===== src/rtl/tksa_pkg.sv =====
package tksa_pkg;

	localparam int KEY_W           = 24;
	localparam int VAL_W           = 24;
	localparam int IDX_W           = 6;
	localparam int RANK_W          = 7;
	localparam int TOP_W           = 7;
	localparam int SUM_W           = 30;
	localparam int MAX_RECORDS_DEF = 64;

	typedef struct packed {
		logic [KEY_W-1:0] sort_key;
		logic [VAL_W-1:0] item_value;
		logic             last_record;
	} item_t;

	typedef struct packed {
		logic [RANK_W-1:0] rank;
		logic [IDX_W-1:0]  record_index;
		logic [VAL_W-1:0]  ranked_value;
		logic [VAL_W-1:0]  average;
		logic              invalid;
		logic              final_res;
	} result_t;

	// one stored record
	typedef struct packed {
		logic [KEY_W-1:0] key;
		logic [VAL_W-1:0] value;
		logic [IDX_W-1:0] index;
	} entry_t;

endpackage


===== src/rtl/top_k_sort_average_top.sv =====
// Top-K stable sort and average.
// Records enter on item when start is high and busy is low; each is kept in a
// single-port-write record memory, sorted by descending key (ties keep arrival
// order). A record into an empty store is written straight to entry 0; otherwise
// the insertion walks the memory one entry per cycle, moving each smaller-key
// entry up by one slot with a pipelined read.
// The record flagged last_record closes the data set. The block then either
// gives a single result with invalid set (K zero or above the count), or
// reads the top K entries one per cycle and strobes results rank 1..K-1, then
// runs a bit-serial divide for the average and strobes the final one. Each
// result sits on result for one cycle with result_strobe high; the receiver
// cannot stall and must take it then. busy is high while any work is pending.
// top_count must be written through cfg_wr_en/cfg_wr_data only while idle;
// the block does not enforce this. Reset clears the record count and sets K
// to 1; memory contents are not cleared, as only written entries are ever
// read.
module top_k_sort_average_top #(
	parameter int MAX_RECORDS = tksa_pkg::MAX_RECORDS_DEF
) (
	input  logic                       clk,
	input  logic                       arst_n,
	input  logic                       start,
	output logic                       busy,
	input  tksa_pkg::item_t            item,
	input  logic                       cfg_wr_en,
	input  logic [tksa_pkg::TOP_W-1:0] cfg_wr_data,
	output logic                       result_strobe,
	output tksa_pkg::result_t          result
);

	localparam int ADDR_W = $clog2(MAX_RECORDS);
	localparam int CNT_W  = $clog2(MAX_RECORDS + 1);
	localparam int TOP_W  = tksa_pkg::TOP_W;
	localparam int SUM_W  = tksa_pkg::SUM_W;
	localparam int IDX_W  = tksa_pkg::IDX_W;
	localparam int VAL_W  = tksa_pkg::VAL_W;
	localparam int KEY_W  = tksa_pkg::KEY_W;
	localparam int RANK_W = tksa_pkg::RANK_W;

	typedef enum logic [6:0] {
		ST_IDLE  = 7'b0000001,
		ST_SHIFT = 7'b0000010,
		ST_PLACE = 7'b0000100,
		ST_CHECK = 7'b0001000,
		ST_RPT   = 7'b0010000,
		ST_DIV   = 7'b0100000,
		ST_HOLD  = 7'b1000000
	} state_t;

	state_t              state_q;
	logic [KEY_W-1:0]    key_q;
	logic [VAL_W-1:0]    val_q;
	logic                last_q;
	logic [ADDR_W-1:0]   pos_q;
	logic [CNT_W-1:0]    count_q;
	logic [TOP_W-1:0]    top_count_q;
	logic [ADDR_W-1:0]   rank_q;
	logic [SUM_W-1:0]    sum_q;
	logic [VAL_W-1:0]    fin_val_q;
	logic [IDX_W-1:0]    fin_idx_q;
	logic                strobe_q;
	tksa_pkg::result_t   result_q;

	logic                mem_we;
	logic [ADDR_W-1:0]   mem_waddr;
	tksa_pkg::entry_t    mem_wdata;
	logic                mem_re;
	logic [ADDR_W-1:0]   mem_raddr;
	tksa_pkg::entry_t    mem_rdata;

	logic                div_start;
	logic                div_done;
	logic [SUM_W-1:0]    div_quot;

	logic                accept;
	logic                has_room;
	logic [SUM_W-1:0]    sum_next;
	logic [RANK_W-1:0]   rank_next;
	logic                k_bad;

	assign accept    = start && (state_q == ST_IDLE);
	assign busy      = (state_q != ST_IDLE);
	assign has_room  = count_q < CNT_W'(MAX_RECORDS);
	assign sum_next  = sum_q + SUM_W'(mem_rdata.value);
	assign rank_next = RANK_W'(rank_q) + RANK_W'(1);
	assign k_bad     = (top_count_q == '0) || (top_count_q > TOP_W'(count_q));
	assign div_start = (state_q == ST_RPT) && (rank_next == RANK_W'(top_count_q));

	// Memory control. Shift writes go to pos, reads to pos-2: never the same entry.
	always_comb begin
		mem_we    = 1'b0;
		mem_waddr = pos_q;
		mem_wdata = '{key: key_q, value: val_q, index: IDX_W'(count_q)};
		mem_re    = 1'b0;
		mem_raddr = pos_q - ADDR_W'(2);
		case (state_q)
			ST_IDLE: begin
				if (accept && has_room) begin
					if (count_q == '0) begin
						mem_we    = 1'b1;
						mem_waddr = '0;
						mem_wdata = '{key: item.sort_key, value: item.item_value,
							index: '0};
					end else begin
						mem_re    = 1'b1;
						mem_raddr = ADDR_W'(count_q - CNT_W'(1));
					end
				end
			end
			ST_SHIFT: begin
				mem_we = 1'b1;
				if (mem_rdata.key < key_q) begin
					mem_wdata = mem_rdata;
					mem_re    = (pos_q != ADDR_W'(1));
				end
			end
			ST_PLACE: begin
				mem_we    = 1'b1;
				mem_waddr = '0;
			end
			ST_CHECK: begin
				mem_re    = last_q && !k_bad;
				mem_raddr = '0;
			end
			ST_RPT: begin
				mem_re    = !div_start;
				mem_raddr = rank_q + ADDR_W'(1);
			end
			default: begin
			end
		endcase
	end

	always_ff @(posedge clk or negedge arst_n) begin
		if (!arst_n) begin
			state_q     <= ST_IDLE;
			count_q     <= '0;
			top_count_q <= TOP_W'(1);
			strobe_q    <= 1'b0;
		end else begin
			strobe_q <= 1'b0;
			if (cfg_wr_en) begin
				top_count_q <= cfg_wr_data;
			end
			case (state_q)
				ST_IDLE: begin
					if (accept) begin
						if (!has_room) begin
							state_q <= ST_CHECK;
						end else if (count_q == '0) begin
							count_q <= CNT_W'(1);
							state_q <= ST_CHECK;
						end else begin
							state_q <= ST_SHIFT;
						end
					end
				end
				ST_SHIFT: begin
					if (mem_rdata.key < key_q) begin
						if (pos_q == ADDR_W'(1)) begin
							state_q <= ST_PLACE;
						end
					end else begin
						count_q <= count_q + CNT_W'(1);
						state_q <= ST_CHECK;
					end
				end
				ST_PLACE: begin
					count_q <= count_q + CNT_W'(1);
					state_q <= ST_CHECK;
				end
				ST_CHECK: begin
					if (!last_q) begin
						state_q <= ST_IDLE;
					end else if (k_bad) begin
						strobe_q <= 1'b1;
						count_q  <= '0;
						state_q  <= ST_IDLE;
					end else begin
						state_q <= ST_RPT;
					end
				end
				ST_RPT: begin
					if (div_start) begin
						state_q <= ST_DIV;
					end else begin
						strobe_q <= 1'b1;
					end
				end
				ST_DIV: begin
					if (div_done) begin
						strobe_q <= 1'b1;
						count_q  <= '0;
						state_q  <= ST_IDLE;
					end
				end
				default: begin
					state_q <= ST_IDLE;
				end
			endcase
		end
	end

	// datapath registers
	always_ff @(posedge clk) begin
		case (state_q)
			ST_IDLE: begin
				key_q  <= item.sort_key;
				val_q  <= item.item_value;
				last_q <= item.last_record;
				pos_q  <= ADDR_W'(count_q);
			end
			ST_SHIFT: begin
				if (mem_rdata.key < key_q) begin
					pos_q <= pos_q - ADDR_W'(1);
				end
			end
			ST_CHECK: begin
				rank_q   <= '0;
				sum_q    <= '0;
				result_q <= '{rank: '0, record_index: '0, ranked_value: '0,
					average: '0, invalid: 1'b1, final_res: 1'b1};
			end
			ST_RPT: begin
				sum_q  <= sum_next;
				rank_q <= rank_q + ADDR_W'(1);
				if (div_start) begin
					fin_val_q <= mem_rdata.value;
					fin_idx_q <= mem_rdata.index;
				end else begin
					result_q <= '{rank: rank_next, record_index: mem_rdata.index,
						ranked_value: mem_rdata.value, average: '0, invalid: 1'b0,
						final_res: 1'b0};
				end
			end
			ST_DIV: begin
				result_q <= '{rank: RANK_W'(top_count_q), record_index: fin_idx_q,
					ranked_value: fin_val_q, average: div_quot[VAL_W-1:0],
					invalid: 1'b0, final_res: 1'b1};
			end
			default: begin
			end
		endcase
	end

	tksa_mem #(
		.DEPTH (MAX_RECORDS),
		.ADDR_W(ADDR_W)
	) u_mem (
		.clk  (clk),
		.we   (mem_we),
		.waddr(mem_waddr),
		.wdata(mem_wdata),
		.re   (mem_re),
		.raddr(mem_raddr),
		.rdata(mem_rdata)
	);

	tksa_div u_div (
		.clk     (clk),
		.arst_n  (arst_n),
		.start   (div_start),
		.dividend(sum_next),
		.divisor (top_count_q),
		.done    (div_done),
		.quotient(div_quot)
	);

	assign result_strobe = strobe_q;
	assign result        = result_q;

	a_strobe_after_busy: assert property (@(posedge clk) disable iff (!arst_n)
		result_strobe |-> $past(busy))
		else $error("result strobe without pending work");

	a_invalid_is_final: assert property (@(posedge clk) disable iff (!arst_n)
		result_strobe && result.invalid |-> result.final_res)
		else $error("invalid result not marked final");

	a_avg_only_final: assert property (@(posedge clk) disable iff (!arst_n)
		result_strobe && !result.final_res |-> result.average == '0)
		else $error("average on a non-final result");

	a_count_bound: assert property (@(posedge clk) disable iff (!arst_n)
		count_q <= CNT_W'(MAX_RECORDS))
		else $error("record count beyond store depth");

	a_no_rw_clash: assert property (@(posedge clk) disable iff (!arst_n)
		mem_we && mem_re |-> mem_waddr != mem_raddr)
		else $error("read and write to the same entry");

	a_final_ends_run: assert property (@(posedge clk) disable iff (!arst_n)
		result_strobe && result.final_res |-> !busy)
		else $error("final result while still busy");

endmodule


===== src/rtl/tksa_mem.sv =====
module tksa_mem #(
	parameter int DEPTH  = tksa_pkg::MAX_RECORDS_DEF,
	parameter int ADDR_W = $clog2(DEPTH)
) (
	input  logic                clk,
	input  logic                we,
	input  logic [ADDR_W-1:0]   waddr,
	input  tksa_pkg::entry_t    wdata,
	input  logic                re,
	input  logic [ADDR_W-1:0]   raddr,
	output tksa_pkg::entry_t    rdata
);

	tksa_pkg::entry_t mem_q [DEPTH];
	tksa_pkg::entry_t rdata_q;

	always_ff @(posedge clk) begin
		if (we) begin
			mem_q[waddr] <= wdata;
		end
	end

	always_ff @(posedge clk) begin
		if (re) begin
			rdata_q <= mem_q[raddr];
		end
	end

	assign rdata = rdata_q;

endmodule


===== src/rtl/tksa_div.sv =====
module tksa_div (
	input  logic                       clk,
	input  logic                       arst_n,
	input  logic                       start,
	input  logic [tksa_pkg::SUM_W-1:0] dividend,
	input  logic [tksa_pkg::TOP_W-1:0] divisor,
	output logic                       done,
	output logic [tksa_pkg::SUM_W-1:0] quotient
);

	localparam int SUM_W  = tksa_pkg::SUM_W;
	localparam int TOP_W  = tksa_pkg::TOP_W;
	localparam int STEP_W = $clog2(SUM_W);

	logic [SUM_W-1:0]  dvd_q;
	logic [TOP_W-1:0]  rem_q;
	logic [TOP_W-1:0]  dsr_q;
	logic [STEP_W-1:0] step_q;
	logic              run_q;
	logic              done_q;

	logic [TOP_W:0]    trial;
	logic              fits;
	logic [TOP_W:0]    diff;

	// restoring division, one quotient bit per cycle; remainder stays below divisor
	always_comb begin
		trial = {rem_q, dvd_q[SUM_W-1]};
		fits  = trial >= {1'b0, dsr_q};
		diff  = trial - {1'b0, dsr_q};
	end

	always_ff @(posedge clk or negedge arst_n) begin
		if (!arst_n) begin
			run_q  <= 1'b0;
			done_q <= 1'b0;
			step_q <= '0;
		end else begin
			done_q <= 1'b0;
			if (start) begin
				run_q  <= 1'b1;
				step_q <= '0;
			end else if (run_q) begin
				if (step_q == STEP_W'(SUM_W - 1)) begin
					run_q  <= 1'b0;
					done_q <= 1'b1;
				end
				step_q <= step_q + STEP_W'(1);
			end
		end
	end

	always_ff @(posedge clk) begin
		if (start) begin
			dvd_q <= dividend;
			rem_q <= '0;
			dsr_q <= divisor;
		end else if (run_q) begin
			dvd_q <= {dvd_q[SUM_W-2:0], fits};
			rem_q <= fits ? diff[TOP_W-1:0] : trial[TOP_W-1:0];
		end
	end

	assign done     = done_q;
	assign quotient = dvd_q;

endmodule

===== config.mk =====
export PLATFORM = sky130hd
export DESIGN_NAME = top_k_sort_average_top
export DESIGN_NICKNAME = d
export VERILOG_FILES = /design/src/rtl/tksa_pkg.sv /design/src/rtl/top_k_sort_average_top.sv /design/src/rtl/tksa_mem.sv /design/src/rtl/tksa_div.sv
export SDC_FILE = /design/constraint.sdc
export NUM_CORES = 2
export LEC_CHECK = 0
export BUFFER_PORTS_ARGS = -buffer_cell sky130_fd_sc_hd__buf_4
export CORE_UTILIZATION = 35
export CTS_CLUSTER_SIZE = 30
export DETAILED_ROUTE_END_ITERATION = 8
export GPL_TIMING_DRIVEN = 0
export PLACE_DENSITY = 0.6
export SKIP_LAST_GASP = 1
export SYNTH_ARGS = -nofsm -noshare
export SYNTH_HDL_FRONTEND = slang
export SYNTH_SLANG_ARGS = --single-unit

===== constraint.sdc =====
create_clock -name clk -period 7.35 [get_ports clk]
set_clock_uncertainty 0.05 [all_clocks]
set_input_delay 0.735 -clock clk [delete_from_list [all_inputs] [get_ports clk]]
set_output_delay 0.735 -clock clk [all_outputs]
set_load 0.1 [all_outputs]

==> reports/summary.txt <==
Pin count of the biggest net entering global routing -> 58
RSZ-0062 raised after global routing -> false
Fin crit period -> 6610 ps
Clock transition at path regs -> 60 ps
Status -> complete, but fails checks
Die width -> 651 µm
Clk sink count -> 3766
Largest area contributor in the netlist -> edfxtp_1
Routability cong. -> 0.893
Final WS setup -> 744 ps
First-pass GRT wire length -> 635000 µm
Post-route antenna net violation count -> 0
Crit end category -> flop
Vias in the first global route -> 82473
CTS Buf Count -> 373
DR pass1 iterations -> 7
Mapped Cells -> 8503
CTS tree -> yes
Failing checks -> max-capacitance violations, max-slew violations
Total wire length -> 465000 µm
Worst EP arrival -> 7200 ps
Simple-gate share of the synthesized area -> 2.66%
Number of enable flip-flop cells after synthesis -> 3731
Slew at the pin closest to its max-slew limit -> 1570 ps
Die area -> 424000 µm²
Core Rows -> 238
Post-synthesis mux area share -> 11.9%
Worst min-delay path category -> in -> reg
Total number of vias -> 85190
Total congestion overflow -> 0
Crit Path Max Fanout -> 10
DP Area -> 161000 µm²
Initial antenna violation count -> 53
Pre-CTS setup slack -> 931 ps
Vias per cell -> 5.58
Post-Syn Nets -> 8635
Slew Limit Fails -> 22
Adder and majority gate portion of the synthesized area -> 0.621%
Final TNS setup -> 0 ps
GRT Resource Usage Total -> 21.1%
Max clock buf depth -> 4
Primary FF master, synth -> edfxtp_1
Die height -> 651 µm
Post-synthesis compound-gate area fraction -> 6.18%
Max frequency -> 151 MHz
Fin. Hold Viols -> 0
WP data required -> 7950 ps
DP HPWL -> 324000 µm
Number of port buffers -> 123
Post-route cell area -> 173000 µm²
Rel. slew slack -> -4.54%
Setup bufs post-CTS -> 0
IO Count -> 125
Async SR Flop Fraction -> 0.743%
DR WL/cell -> 30.5 µm
Sequential share of the synthesized area -> 76.5%
Mapped Area -> 147000 µm²
Area delta synth->final -> 17.4%
Filler instances -> 36957
Starting DRT DRC Count -> 10947
Cell variety after synth -> 76
Fin cells -> 15256
Core outline area -> 420000 µm²
Proportion of layout cells with a drive suffix above 1 -> 14.4%
Critical Path Start Type -> flop
#FFs+latches synth -> 3766
Syn Area/Cell -> 17.3 µm²
Kind of critical path -> reg -> reg
Synth warnings -> 0
Post-route DRC -> 0
Root Buffer -> clkbuf_16
Yosys top cell area share -> 76.0%
Final setup violating endpoints -> 0
Largest family of logic cells by synthesized area -> multiplexers
Period utilization -> 89.9%
Clock latency on the worst-skew pair -> 930 ps
H-tree levels -> 5
Cells taking the most area after synthesis -> edfxtp_1, mux2i_1, o22ai_1
Final nets -> 9431
Initial Util -> 35.1%
Max-Cap Viols -> 2
Post-Synth XOR/XNOR Area -> 0.321%
Post-Place Cells -> 14433
area by class of cell:
type / count / area, µm² / area share, %
antenna: 144 / 360 / 0.208
buffer: 487 / 2400 / 1.38
clock buffer: 464 / 9900 / 5.71
clock inverter: 204 / 1830 / 1.06
inverter: 60 / 225 / 0.130
multi-input combinational: 4190 / 32800 / 18.9
sequential: 3766 / 113000 / 65.2
tap: 5520 / 6910 / 3.99
timing repair buffer: 421 / 5950 / 3.44
sequential cells by signal, summed over array words and instances (netlist names), 5 cells and up:
signal / count
u_mem.mem_q: 3456
sum_q: 30
state_q: 6
key_q: 24
fin_val_q: 24
u_div.step_q: 5
u_div.rem_q: 7
u_mem.rdata: 54
val_q: 24
pos_q: 6
rank_q: 6
fin_idx_q: 6
result: 63
top_count_q: 7
count_q: 7
u_div.quotient: 30
u_div.dsr_q: 7
per-layer routing:
metal | routed length (µm) | share of wire [%] | GRT usage (%) | vias up
li1 | - | - | - | 35810
met1 | 178000 | 38 | 27.4 | 43807
met2 | 212000 | 46 | 32.9 | 4757
met3 | 43200 | 9.3 | 3.73 | 812
met4 | 31400 | 6.7 | 13.0 | 4
met5 | 27 | 0.0058 | 0 | -
cells in the mapped netlist (40+ instances only):
cell type	n
ha_1	70
or4_1	58
buf_2	276
edfxtp_1	3731
nor2_1	573
inv_1	57
a21o_1	42
a21oi_1	43
o211ai_1	40
mux2i_1	1750
a22o_1	50
nand2_1	114
o21ai_0	65
buf_4	48
clkbuf_1	144
o22ai_1	1086
cell families (layout without fill, tap and decap cells):
group | after synthesis | count (layout)
flops | 3766 | 3766
mux | 1756 | 1756
compound gates | 1417 | 1417
simple gates | 891 | 891
buf+inv | 547 | 1636
fa+ha+maj | 72 | 72
xor+xnor | 54 | 54
other cells | 0 | 144
cells in the final DEF, fill, tap and decap left out, drive strengths merged, types with 7 or more instances in the layout:
| master | instances |
|---|---|
| clkbuf | 609 |
| o31ai | 20 |
| a211oi | 10 |
| dfrtp | 26 |
| a22oi | 15 |
| xnor2 | 25 |
| o21ai | 66 |
| a21oi | 44 |
| a21o | 42 |
| o211ai | 40 |
| clkinv | 152 |
| diode | 144 |
| inv | 76 |
| nand2b | 10 |
| nor3 | 21 |
| buf | 752 |
| nand3 | 26 |
| dfxtp | 7 |
| nor2 | 573 |
| a22o | 50 |
| or4 | 59 |
| mux2i | 1750 |
| o22ai | 1086 |
| dlygate4sd3 | 11 |
| xor2 | 29 |
| and2 | 31 |
| edfxtp | 3731 |
| and3 | 7 |
| a31oi | 7 |
| bufinv | 30 |
| ha | 70 |
| nand2 | 117 |
| nor2b | 9 |
| nand4 | 13 |
worst max-delay path: stages (launching register included):
cell	delay [ps]
dfrtp_1	400
clkbuf_1	460
inv_1	100
ha_1	240
nor3b_2	200
a21oi_4	300
o21a_1	180
o221ai_1	190
nand2_1	570
clkbuf_1	1080
buf_2	840
o22ai_1	200
nor2_1	320
o22ai_1	450
or4_1	670
worst paths after layout:
path | startpoint | slack [ps] | cells past startpoint | end
max | count_q[0] | 740 | 14 | u_mem.rdata[43]
min in group asynchronous | arst_n | 270 | 2 | count_q[1]
min | item[17] | 30 | 1 | val_q[16]
min reg2reg | u_div.rem_q[6] | 430 | 2 | u_div.rem_q[6]
max in group asynchronous | arst_n | 6650 | 2 | state_q[0]
max reg2reg | count_q[0] | 740 | 14 | u_mem.rdata[43]
per-stage QoR:
stage	hold slack (ps)	util, %
2_1_floorplan	389	-
3_3_place_gp	414	37.0
3_5_place_dp	429	38.3
4_1_cts	1.25	41.2
5_1_grt	7.73	41.2
6_report	32.6	41.3
timing repair:
action                                  in CTS  in global routing
endpoints found under the setup margin       0                  0
endpoints found under the hold margin       38                  0
hold buffers                                11                  0
resized for setup                            0                  0
Power is left out: the tool's default activity adds up to more than one toggle a clock period on the data nets, which glitch-free logic cannot reach.
